[src/rtl/abba_baba_site_window_counter_assert.svh]
// assertion macros for the abba baba site window counter
`ifndef ABBA_BABA_SITE_WINDOW_COUNTER_ASSERT_SVH
`define ABBA_BABA_SITE_WINDOW_COUNTER_ASSERT_SVH

// same-cycle implication, quiet during reset
`define ABSWC_ASSERT_NOW(lbl, clk, rst_n, ante, cons, msg) \
  lbl: assert property (@(posedge clk) disable iff (!rst_n) (ante) |-> (cons)) \
    else $error(msg);

// next-cycle implication, quiet during reset
`define ABSWC_ASSERT_NEXT(lbl, clk, rst_n, ante, cons, msg) \
  lbl: assert property (@(posedge clk) disable iff (!rst_n) (ante) |=> (cons)) \
    else $error(msg);

`endif

[src/rtl/abswc_pkg.sv]
// shared types, tables and constants for the abba baba site window counter
`default_nettype none

package abswc_pkg;

  localparam int NUM_LANES = 4;
  localparam int SIZE_BITS = 24;
  localparam int WIN_BITS = 20;
  localparam int DEF_COUNT_BITS = 24;
  localparam int DEF_QUEUE_DEPTH = 4;

  localparam logic [SIZE_BITS-1:0] WINDOW_SIZE_RST = 24'd1000000;
  localparam logic [SIZE_BITS-1:0] STEP_SIZE_RST = 24'd100;

  // ambiguity codes for bytes 0x40 to 0x5f
  localparam logic [3:0] UPPER_CODES [32] = '{
    4'd15, 4'd1, 4'd14, 4'd2, 4'd13, 4'd15, 4'd15, 4'd4,
    4'd11, 4'd15, 4'd15, 4'd12, 4'd15, 4'd3, 4'd15, 4'd15,
    4'd15, 4'd15, 4'd5, 4'd6, 4'd8, 4'd15, 4'd7, 4'd9,
    4'd0, 4'd10, 4'd15, 4'd15, 4'd15, 4'd15, 4'd15, 4'd15
  };

  // alleles per code, code zero counts as four
  localparam logic [2:0] ALLELE_TOTAL [16] = '{
    3'd4, 3'd1, 3'd1, 3'd2, 3'd1, 3'd2, 3'd2, 3'd3,
    3'd1, 3'd2, 3'd2, 3'd3, 3'd2, 3'd3, 3'd3, 3'd4
  };

  typedef enum logic [1:0] {
    CFG_WINDOW_SIZE  = 2'd0,
    CFG_STEP_SIZE    = 2'd1,
    CFG_BINNING_MODE = 2'd2
  } cfg_idx_e;

  typedef enum logic {
    REC_STEP   = 1'b0,
    REC_WINDOW = 1'b1
  } rec_kind_e;

  typedef struct packed {
    logic [SIZE_BITS-1:0] window_size;
    logic [SIZE_BITS-1:0] step_size;
    logic                 binning_mode;
  } cfg_t;

  typedef struct packed {
    logic [3:0] code;
    logic [3:0] pick;
    logic       bad;
  } lane_t;

  typedef struct packed {
    logic called;
    logic hom;
    logic het;
    logic abba;
    logic baba;
  } site_t;

endpackage

`default_nettype wire

[src/rtl/abswc_lane.sv]
// one lane: maps a base byte to its ambiguity code and picks one allele
`default_nettype none

module abswc_lane (
  input  logic [7:0]          base_i,
  input  logic                choice_i,
  output abswc_pkg::lane_t    lane_o
);
  import abswc_pkg::*;

  logic [3:0] code;
  logic [2:0] alleles;
  logic [3:0] low_bit;
  logic [3:0] high_bit;
  logic       lower_case;

  always_comb begin
    code = (base_i[7:5] == 3'b010) ? UPPER_CODES[base_i[4:0]] : 4'hF;
    alleles = ALLELE_TOTAL[code];
    low_bit = code & (~code + 4'd1);
    high_bit = code ^ low_bit;
    lower_case = (base_i >= 8'h61) && (base_i <= 8'h7A);
    lane_o.code = code;
    lane_o.bad = lower_case || (alleles > 3'd2);
    if (alleles == 3'd2) begin
      lane_o.pick = choice_i ? low_bit : high_bit;
    end else begin
      lane_o.pick = code;
    end
  end

endmodule

`default_nettype wire

[src/rtl/abswc_merge.sv]
// merges the four lanes into the site class
`default_nettype none

module abswc_merge (
  input  abswc_pkg::lane_t lanes_i [abswc_pkg::NUM_LANES],
  output abswc_pkg::site_t site_o
);
  import abswc_pkg::*;

  logic [3:0] all_codes;
  logic       any_bad;
  logic       ok;
  logic       discordant;
  logic [3:0] p0, p1, p2, p3;

  always_comb begin
    all_codes = '0;
    any_bad = 1'b0;
    for (int i = 0; i < NUM_LANES; i++) begin
      all_codes = all_codes | lanes_i[i].code;
      any_bad = any_bad | lanes_i[i].bad;
    end
    p0 = lanes_i[0].pick;
    p1 = lanes_i[1].pick;
    p2 = lanes_i[2].pick;
    p3 = lanes_i[3].pick;
    ok = !any_bad && (ALLELE_TOTAL[all_codes] <= 3'd2);
    discordant = (p0 != p1) && (p2 != p3);
    site_o.called = ok;
    site_o.hom = ok && (p0 == p1) && (p1 != p2) && (p2 == p3);
    site_o.het = ok && discordant;
    site_o.abba = ok && discordant && (p0 == p3);
    site_o.baba = ok && discordant && (p0 != p3);
  end

endmodule

`default_nettype wire

[src/rtl/abswc_accum.sv]
// step bin and window counters, builds the records that a site closes
`default_nettype none

module abswc_accum #(
  parameter int COUNT_BITS = abswc_pkg::DEF_COUNT_BITS,
  parameter int REC_W = 2 + abswc_pkg::WIN_BITS + 5 * COUNT_BITS
) (
  input  logic                  clk_i,
  input  logic                  rst_ni,
  input  logic                  fire_i,
  input  logic                  eos_i,
  input  abswc_pkg::site_t      site_i,
  input  abswc_pkg::cfg_t       cfg_i,
  output logic [REC_W-1:0]      rec0_o,
  output logic [REC_W-1:0]      rec1_o,
  output logic [1:0]            rec_cnt_o
);
  import abswc_pkg::*;

  function automatic logic [COUNT_BITS-1:0] sat_inc(input logic [COUNT_BITS-1:0] v,
                                                    input logic en);
    return (en && (v != '1)) ? v + COUNT_BITS'(1) : v;
  endfunction

  logic [SIZE_BITS-1:0]  step_sites_q, step_sites_d;
  logic [SIZE_BITS-1:0]  win_sites_q, win_sites_d;
  logic [COUNT_BITS-1:0] step_abba_q, step_abba_d;
  logic [COUNT_BITS-1:0] step_baba_q, step_baba_d;
  logic [COUNT_BITS-1:0] win_called_q, win_called_d;
  logic [COUNT_BITS-1:0] win_abba_q, win_abba_d;
  logic [COUNT_BITS-1:0] win_baba_q, win_baba_d;
  logic [COUNT_BITS-1:0] win_hom_q, win_hom_d;
  logic [COUNT_BITS-1:0] win_het_q, win_het_d;
  logic [WIN_BITS-1:0]   win_num_q, win_num_d;

  logic [SIZE_BITS-1:0]  step_inc, win_inc, step_lim, win_lim;
  logic                  step_close, win_close;
  logic [COUNT_BITS-1:0] s_abba, s_baba, w_called, w_abba, w_baba, w_hom, w_het;
  logic [COUNT_BITS-1:0] rec_abba, rec_baba;
  logic [REC_W-1:0]      step_rec, win_rec;

  always_comb begin
    step_inc = step_sites_q + SIZE_BITS'(1);
    win_inc = win_sites_q + SIZE_BITS'(1);
    step_lim = (cfg_i.step_size == '0) ? SIZE_BITS'(1) : cfg_i.step_size;
    win_lim = (cfg_i.window_size == '0) ? SIZE_BITS'(1) : cfg_i.window_size;
    step_close = eos_i || (step_inc >= step_lim);
    win_close = eos_i || (win_inc >= win_lim);

    s_abba = sat_inc(step_abba_q, site_i.abba);
    s_baba = sat_inc(step_baba_q, site_i.baba);
    w_called = sat_inc(win_called_q, site_i.called);
    w_abba = sat_inc(win_abba_q, site_i.abba);
    w_baba = sat_inc(win_baba_q, site_i.baba);
    w_hom = sat_inc(win_hom_q, site_i.hom);
    w_het = sat_inc(win_het_q, site_i.het);

    if (cfg_i.binning_mode) begin
      rec_abba = COUNT_BITS'(s_abba != '0);
      rec_baba = COUNT_BITS'(s_baba != '0);
    end else begin
      rec_abba = s_abba;
      rec_baba = s_baba;
    end

    step_rec = {REC_STEP, win_num_q, rec_abba, rec_baba,
                {COUNT_BITS{1'b0}}, {COUNT_BITS{1'b0}}, {COUNT_BITS{1'b0}}, !win_close};
    win_rec = {REC_WINDOW, win_num_q, w_abba, w_baba, w_called, w_hom, w_het, 1'b1};

    if (step_close) begin
      rec0_o = step_rec;
      rec1_o = win_rec;
    end else begin
      rec0_o = win_rec;
      rec1_o = win_rec;
    end
    rec_cnt_o = fire_i ? (2'(step_close) + 2'(win_close)) : 2'd0;
  end

  always_comb begin
    step_sites_d = step_sites_q;
    win_sites_d = win_sites_q;
    step_abba_d = step_abba_q;
    step_baba_d = step_baba_q;
    win_called_d = win_called_q;
    win_abba_d = win_abba_q;
    win_baba_d = win_baba_q;
    win_hom_d = win_hom_q;
    win_het_d = win_het_q;
    win_num_d = win_num_q;
    if (fire_i) begin
      if (step_close) begin
        step_sites_d = '0;
        step_abba_d = '0;
        step_baba_d = '0;
      end else begin
        step_sites_d = step_inc;
        step_abba_d = s_abba;
        step_baba_d = s_baba;
      end
      if (win_close) begin
        win_sites_d = '0;
        win_called_d = '0;
        win_abba_d = '0;
        win_baba_d = '0;
        win_hom_d = '0;
        win_het_d = '0;
        win_num_d = win_num_q + WIN_BITS'(1);
      end else begin
        win_sites_d = win_inc;
        win_called_d = w_called;
        win_abba_d = w_abba;
        win_baba_d = w_baba;
        win_hom_d = w_hom;
        win_het_d = w_het;
      end
    end
  end

  always_ff @(posedge clk_i or negedge rst_ni) begin
    if (!rst_ni) begin
      step_sites_q <= '0;
      win_sites_q <= '0;
      step_abba_q <= '0;
      step_baba_q <= '0;
      win_called_q <= '0;
      win_abba_q <= '0;
      win_baba_q <= '0;
      win_hom_q <= '0;
      win_het_q <= '0;
      win_num_q <= '0;
    end else begin
      step_sites_q <= step_sites_d;
      win_sites_q <= win_sites_d;
      step_abba_q <= step_abba_d;
      step_baba_q <= step_baba_d;
      win_called_q <= win_called_d;
      win_abba_q <= win_abba_d;
      win_baba_q <= win_baba_d;
      win_hom_q <= win_hom_d;
      win_het_q <= win_het_d;
      win_num_q <= win_num_d;
    end
  end

endmodule

`default_nettype wire

[src/rtl/abswc_queue.sv]
// small output queue that takes up to two records a cycle and gives one
`default_nettype none

module abswc_queue #(
  parameter int WIDTH = 8,
  parameter int DEPTH = abswc_pkg::DEF_QUEUE_DEPTH
) (
  input  logic             clk_i,
  input  logic             rst_ni,
  input  logic [1:0]       push_cnt_i,
  input  logic [WIDTH-1:0] push0_data_i,
  input  logic [WIDTH-1:0] push1_data_i,
  input  logic             pop_i,
  output logic             valid_o,
  output logic [WIDTH-1:0] data_o,
  output logic             room2_o
);
  localparam int PTR_W = $clog2(DEPTH);
  localparam int CNT_W = $clog2(DEPTH + 1);

  logic [WIDTH-1:0] mem_q [DEPTH];
  logic [PTR_W-1:0] wr_ptr_q, wr_ptr_d, rd_ptr_q, rd_ptr_d, wr_next;
  logic [CNT_W-1:0] count_q, count_d;

  always_comb begin
    wr_next = wr_ptr_q + PTR_W'(1);
    wr_ptr_d = wr_ptr_q + PTR_W'(push_cnt_i);
    rd_ptr_d = rd_ptr_q + PTR_W'(pop_i);
    count_d = count_q + CNT_W'(push_cnt_i) - CNT_W'(pop_i);
    valid_o = (count_q != '0);
    data_o = mem_q[rd_ptr_q];
    room2_o = (count_q <= CNT_W'(DEPTH - 2));
  end

  always_ff @(posedge clk_i) begin
    if (push_cnt_i != 2'd0) begin
      mem_q[wr_ptr_q] <= push0_data_i;
    end
    if (push_cnt_i == 2'd2) begin
      mem_q[wr_next] <= push1_data_i;
    end
  end

  always_ff @(posedge clk_i or negedge rst_ni) begin
    if (!rst_ni) begin
      wr_ptr_q <= '0;
      rd_ptr_q <= '0;
      count_q <= '0;
    end else begin
      wr_ptr_q <= wr_ptr_d;
      rd_ptr_q <= rd_ptr_d;
      count_q <= count_d;
    end
  end

endmodule

`default_nettype wire

[src/rtl/abba_baba_site_window_counter.sv]
// Counts ABBA/BABA site patterns over step bins and jackknife windows. One aligned
// site of four sequences is taken per cycle, back to back: four decode lanes map
// the bases to alleles, a merge stage classes the site, and the counters update in
// the cycle the request is taken, so its records can leave on the next cycle. A site
// emits zero, one or two records (step bin first, then window); records leave one per
// cycle through a 4-entry output queue and in_ready_o drops while fewer than two queue
// slots are free. Sites that close at most one record each run at full rate while the
// output is drained; a run of sites that close two records each is held to the output
// rate, and a stalled output blocks the input as soon as the queue holds more than
// two records.
// There is no clearing pass after reset; registers take effect from the next site.
`default_nettype none
`include "abba_baba_site_window_counter_assert.svh"

module abba_baba_site_window_counter #(
  parameter int COUNT_BITS = abswc_pkg::DEF_COUNT_BITS,
  parameter int QUEUE_DEPTH = abswc_pkg::DEF_QUEUE_DEPTH
) (
  input  logic                            clk_i,
  input  logic                            rst_ni,
  input  logic                            cfg_we_i,
  input  logic [1:0]                      cfg_index_i,
  input  logic [abswc_pkg::SIZE_BITS-1:0] cfg_data_i,
  input  logic                            in_valid_i,
  output logic                            in_ready_o,
  input  logic [7:0]                      base_u_i,
  input  logic [7:0]                      base_v_i,
  input  logic [7:0]                      base_x_i,
  input  logic [7:0]                      base_y_i,
  input  logic [3:0]                      allele_choice_i,
  input  logic                            end_of_sequence_i,
  output logic                            out_valid_o,
  input  logic                            out_ready_i,
  output logic                            record_kind_o,
  output logic [abswc_pkg::WIN_BITS-1:0]  window_number_o,
  output logic [COUNT_BITS-1:0]           abba_count_o,
  output logic [COUNT_BITS-1:0]           baba_count_o,
  output logic [COUNT_BITS-1:0]           called_count_o,
  output logic [COUNT_BITS-1:0]           hom_count_o,
  output logic [COUNT_BITS-1:0]           het_count_o,
  output logic                            last_o
);
  import abswc_pkg::*;

  localparam int REC_W = 2 + WIN_BITS + 5 * COUNT_BITS;

  cfg_t             cfg_q, cfg_d;
  lane_t            lanes [NUM_LANES];
  logic [7:0]       bases [NUM_LANES];
  site_t            site;
  logic             fire;
  logic             pop;
  logic             room2;
  logic [1:0]       push_cnt;
  logic [REC_W-1:0] rec0, rec1, head;
  logic             eos_fire;
  logic             head_more;
  logic             step_out;
  logic             head_zero;

  // configuration writes
  always_comb begin
    cfg_d = cfg_q;
    if (cfg_we_i) begin
      unique case (cfg_index_i)
        CFG_WINDOW_SIZE:  cfg_d.window_size = cfg_data_i;
        CFG_STEP_SIZE:    cfg_d.step_size = cfg_data_i;
        CFG_BINNING_MODE: cfg_d.binning_mode = cfg_data_i[0];
        default:          cfg_d = cfg_q;
      endcase
    end
  end

  always_ff @(posedge clk_i or negedge rst_ni) begin
    if (!rst_ni) begin
      cfg_q.window_size <= WINDOW_SIZE_RST;
      cfg_q.step_size <= STEP_SIZE_RST;
      cfg_q.binning_mode <= 1'b0;
    end else begin
      cfg_q <= cfg_d;
    end
  end

  assign bases[0] = base_u_i;
  assign bases[1] = base_v_i;
  assign bases[2] = base_x_i;
  assign bases[3] = base_y_i;

  for (genvar g = 0; g < NUM_LANES; g++) begin : g_lane
    abswc_lane u_lane (
      .base_i   (bases[g]),
      .choice_i (allele_choice_i[g]),
      .lane_o   (lanes[g])
    );
  end

  abswc_merge u_merge (
    .lanes_i (lanes),
    .site_o  (site)
  );

  assign in_ready_o = room2;
  assign fire = in_valid_i && in_ready_o;
  assign pop = out_valid_o && out_ready_i;

  abswc_accum #(
    .COUNT_BITS (COUNT_BITS),
    .REC_W      (REC_W)
  ) u_accum (
    .clk_i     (clk_i),
    .rst_ni    (rst_ni),
    .fire_i    (fire),
    .eos_i     (end_of_sequence_i),
    .site_i    (site),
    .cfg_i     (cfg_q),
    .rec0_o    (rec0),
    .rec1_o    (rec1),
    .rec_cnt_o (push_cnt)
  );

  abswc_queue #(
    .WIDTH (REC_W),
    .DEPTH (QUEUE_DEPTH)
  ) u_queue (
    .clk_i        (clk_i),
    .rst_ni       (rst_ni),
    .push_cnt_i   (push_cnt),
    .push0_data_i (rec0),
    .push1_data_i (rec1),
    .pop_i        (pop),
    .valid_o      (out_valid_o),
    .data_o       (head),
    .room2_o      (room2)
  );

  assign {record_kind_o, window_number_o, abba_count_o, baba_count_o,
          called_count_o, hom_count_o, het_count_o, last_o} = head;

  // terms for the checks below
  assign eos_fire = fire && end_of_sequence_i;
  assign head_more = out_valid_o && !last_o;
  assign step_out = out_valid_o && (record_kind_o == REC_STEP);
  assign head_zero = (called_count_o == '0) && (hom_count_o == '0) && (het_count_o == '0);

  `ABSWC_ASSERT_NOW(a_eos_both, clk_i, rst_ni, eos_fire, push_cnt == 2'd2, "eos must close both")
  `ABSWC_ASSERT_NOW(a_step_not_last, clk_i, rst_ni, head_more, step_out, "window not last")
  `ABSWC_ASSERT_NOW(a_step_zero, clk_i, rst_ni, step_out, head_zero, "step carries window counts")

endmodule

`default_nettype wire

[config.mk]
export PLATFORM = sky130hd
export DESIGN_NAME = abba_baba_site_window_counter
export DESIGN_NICKNAME = d
export VERILOG_FILES = /design/src/rtl/abswc_pkg.sv /design/src/rtl/abswc_lane.sv /design/src/rtl/abswc_merge.sv /design/src/rtl/abswc_accum.sv /design/src/rtl/abswc_queue.sv /design/src/rtl/abba_baba_site_window_counter.sv
export VERILOG_INCLUDE_DIRS = /design/src /design/src/rtl
export SDC_FILE = /design/constraint.sdc
export NUM_CORES = 2
export LEC_CHECK = 0
export ABC_AREA = 1
export ABC_CLOCK_PERIOD_IN_PS = 7800
export BUFFER_PORTS_ARGS = -buffer_cell sky130_fd_sc_hd__buf_2
export CAP_MARGIN = 20
export CORE_ASPECT_RATIO = 1.75
export CORE_UTILIZATION = 30
export DETAILED_ROUTE_END_ITERATION = 12
export SYNTH_ARGS = -nofsm -noshare
export SYNTH_HDL_FRONTEND = slang
export SYNTH_HIERARCHICAL = 1
export SYNTH_SLANG_ARGS = --single-unit
[constraint.sdc]
create_clock -name clk_i -period 7.8 [get_ports clk_i]
set_clock_uncertainty 0.05 [all_clocks]
set_input_delay 0.78 -clock clk_i [delete_from_list [all_inputs] [get_ports clk_i]]
set_output_delay 0.78 -clock clk_i [all_outputs]
set_load 0.02 [all_outputs]
==> impl_metrics.env <==
export IMPL_h_tree_depth=3
export IMPL_final_max_slew_viol_count=0
export IMPL_grt_antenna_before_repair=11
export IMPL_critPathMaxFanout=60
export IMPL_cts_resized=0
export IMPL_dp_hpwl_mm=116
export IMPL_path_class="reg -> reg"
export IMPL_gr_total_overflow=0
export IMPL_end_kind="flop"
export IMPL_hp_class="in -> async"
export IMPL_cp_required_ns=8.07
export IMPL_hold_viol_final=0
export IMPL_slew_headroom_pct=19.4
export IMPL_max_clock_path_buffers=3
export IMPL_vias=50600
export IMPL_num_rows=209
export IMPL_status="complete, no violations"
export IMPL_yosys_register_bits=860
export IMPL_cts_buffers=89
export IMPL_clkSinkCount=860
export IMPL_dieArea_mm2=0.188
export IMPL_fmax_mhz=161
export IMPL_die_x_um=328
export IMPL_setup_tns_ns=0
export IMPL_fillers=19400
export IMPL_power_density_mw_per_mm2=274
export IMPL_grt_max_degree=208
export IMPL_track_usage_pct=19.3
export IMPL_design_area_mm2=0.0620
export IMPL_fp_dieH_um=572
export IMPL_cts_setup_buffers=0
export IMPL_postCtsHoldBufs=0
export IMPL_numPortBuffers=211
export IMPL_yosysUniqueCellTypes=57
export IMPL_placed_area_mm2=0.0588
export IMPL_setup_viol=0
export IMPL_cts_clk_slew_worst_paths_ns=0.06
export IMPL_dr_pass1_iters=8
export IMPL_clk_insertion_delay_late_ns=0.72
export IMPL_antenna_left=0
export IMPL_seq_area_frac_synth_pct=43.7
export IMPL_syn_mean_instance_area_um2=7.22
export IMPL_cts_tree="built"
export IMPL_routed_wl_mm=185
export IMPL_synth_ff_type="edfxtp_1"
export IMPL_vdd_drop_max_mv=0.212
export IMPL_core_area_mm2=0.185
export IMPL_start_kind="flop"
export IMPL_critPathArrivalTime_ns=6.50
export IMPL_yosysWarnings=6
export IMPL_rsz0062_at_grt="false"
export IMPL_cts_root_buf="clkbuf_16"
export IMPL_finalCriticalPeriod_ns=6.23
export IMPL_drc=0
export IMPL_p_leak_nw=29.3
export IMPL_tightest_slew_ns=1.21
export IMPL_fin_crit_sh_pct=79.9
export IMPL_start_util_pct=30.2
export IMPL_netlist_instances=7717
export IMPL_synth_edff_count=568
export IMPL_ios=212
export IMPL_synth_area_mm2=0.0558
export IMPL_area_growth_pct=11.2
export IMPL_gp_congestion=0.912
export IMPL_final_net_count=7833
export IMPL_synthArstFlopShare_pct=34.0
export IMPL_wl_per_cell_um=18.2
export IMPL_layout_drive_gt1_share_pct=9.87
export IMPL_viasPerCell=4.97
export IMPL_drt_initial_drc_count=4282
export IMPL_drv_cap=0
export IMPL_grt_pass1_vias=49800
export IMPL_grt_first_pass_wirelength_mm=283
[power by group]
group	switching, mW	internal (mW)
Clock	2.04	2.62
Combinational	4.95	1.51
Sequential	0.276	5.58
Total	7.27	9.70
[through the flow]
step	hold slack [ns]	power, mW	utilization, %	worst slack (ns)	instances
floorplan	0.392	9.80	-	0.0670	7718
global placement	0.408	12.4	31.8	1.45	9995
detailed placement	0.410	12.5	31.8	1.45	9996
CTS	0.0364	17.2	33.5	1.47	10200
global route	0.0697	17.8	33.5	1.02	10200
finish	0.0239	17.0	33.5	1.57	10200
[sequential cells by signal (all words and copies together) (netlist names), 3 cells and up]
| name | cells |
|---|---|
| u_accum/step_baba_q | 24 |
| u_accum/win_abba_q | 24 |
| u_accum/win_hom_q | 24 |
| u_accum/win_baba_q | 24 |
| u_accum/win_num_q | 20 |
| u_queue/count_q | 3 |
| u_queue/mem_q | 568 |
| u_accum/step_sites_q | 24 |
| u_accum/win_sites_q | 24 |
| u_accum/win_het_q | 24 |
| u_accum/win_called_q | 24 |
| cfg_q | 49 |
| u_accum/step_abba_q | 24 |
[cells in the final DEF, fill, tap and decap left out, types with 38 or more instances in the layout]
cell          n
buf_2       210
buf_4        38
inv_1       932
nand4_1     120
or2_2       145
nor2_1      281
a21oi_1      60
nand3_1     999
nor3_1       79
ha_1        102
o22ai_1      56
nand2_1    2997
o21ai_0     206
edfxtp_1    568
xor2_1      132
dfrtp_1     280
nand2_2      51
clkbuf_16    91
[path summary, 6_finish.rpt]
check | startpoint | to | slack [ns] | depth (start not counted)
max | u_accum/win_sites_q[0] | u_queue/mem_q[0][88] | 1.57 | 23
min | rst_ni | u_accum/win_num_q[9] | 0.02 | 1
max reg2reg | u_accum/win_sites_q[0] | u_queue/mem_q[0][88] | 1.57 | 23
min reg2reg | cfg_q[2] | cfg_q[2] | 0.42 | 2
max in group asynchronous | rst_ni | u_accum/win_baba_q[23] | 6.14 | 2
min in group clk_i | cfg_data_i[6] | cfg_q[31] | 0.28 | 3
[critical path: stages (launching register included)]
cell	delay, ns
dfrtp_1	0.41
nand3_1	0.17
inv_1	0.11
nand2_1	0.10
nor3_1	0.36
nand3_1	0.16
nor2_1	0.22
nand2_1	0.07
o21ai_0	0.20
inv_1	0.08
ha_1	0.31
a21oi_1	0.14
o21ai_0	0.09
a21oi_1	0.16
a21boi_0	0.20
nand4_1	0.43
ha_1	0.48
nand2_1	0.07
inv_1	0.11
nor2_4	0.23
buf_4	0.64
nand2_4	0.13
nand2_4	0.44
buf_12	0.40
[metal layers]
metal / part of all wire, % / wire (um) / vias up / GRT usage, %
li1: - / - / 24400 / -
met1: 38 / 70500 / 23900 / 21.4
met2: 52 / 96000 / 1711 / 36.2
met3: 5.3 / 9770 / 463 / 2.26
met4: 4.5 / 8230 / 4 / 8.97
met5: 0.013 / 24 / - / 0
[cells in the mapped netlist, drive strengths merged, types with 56 or more instances]
library cell	n	share of area (%)
a21oi	60	0.54
nor3	88	0.87
edfxtp	568	31
or2	149	1.7
clkbuf	223	1.5
o21ai	263	2.5
xor2	137	2.2
nor2	314	2.4
nand2	3071	21
inv	955	6.4
nand3	1010	9.2
o22ai	56	0.63
ha	102	2.3
dfrtp	282	13
nand4	121	1.4
buf	197	2.0
[cell type report]
cell class / instances / area (um2) / area share (%)
tap: 2426 / 3040 / 4.90
antenna: 2 / 5.00 / 0.00808
sequential: 860 / 24400 / 39.3
timing repair buffer: 273 / 1850 / 2.98
clock inverter: 51 / 681 / 1.10
multi-input combinational: 5479 / 25900 / 41.8
clock buffer: 117 / 2470 / 3.99
inverter: 959 / 3640 / 5.87
[cell families (layout without fill, tap and decap cells)]
| family | count (synthesis) | count (layout) | synth area share [%] |
|---|---|---|---|
| xor+xnor | 173 | 173 | 2.79 |
| flops | 860 | 860 | 43.7 |
| compound gates | 400 | 400 | 3.97 |
| simple gates | 4801 | 4801 | 37.2 |
| buf+inv | 1379 | 1400 | 10.0 |
| fa+ha+maj | 103 | 103 | 2.32 |
| other cells | 1 | 4 | 0.00673 |
Power figures use the tool's default switching activity.
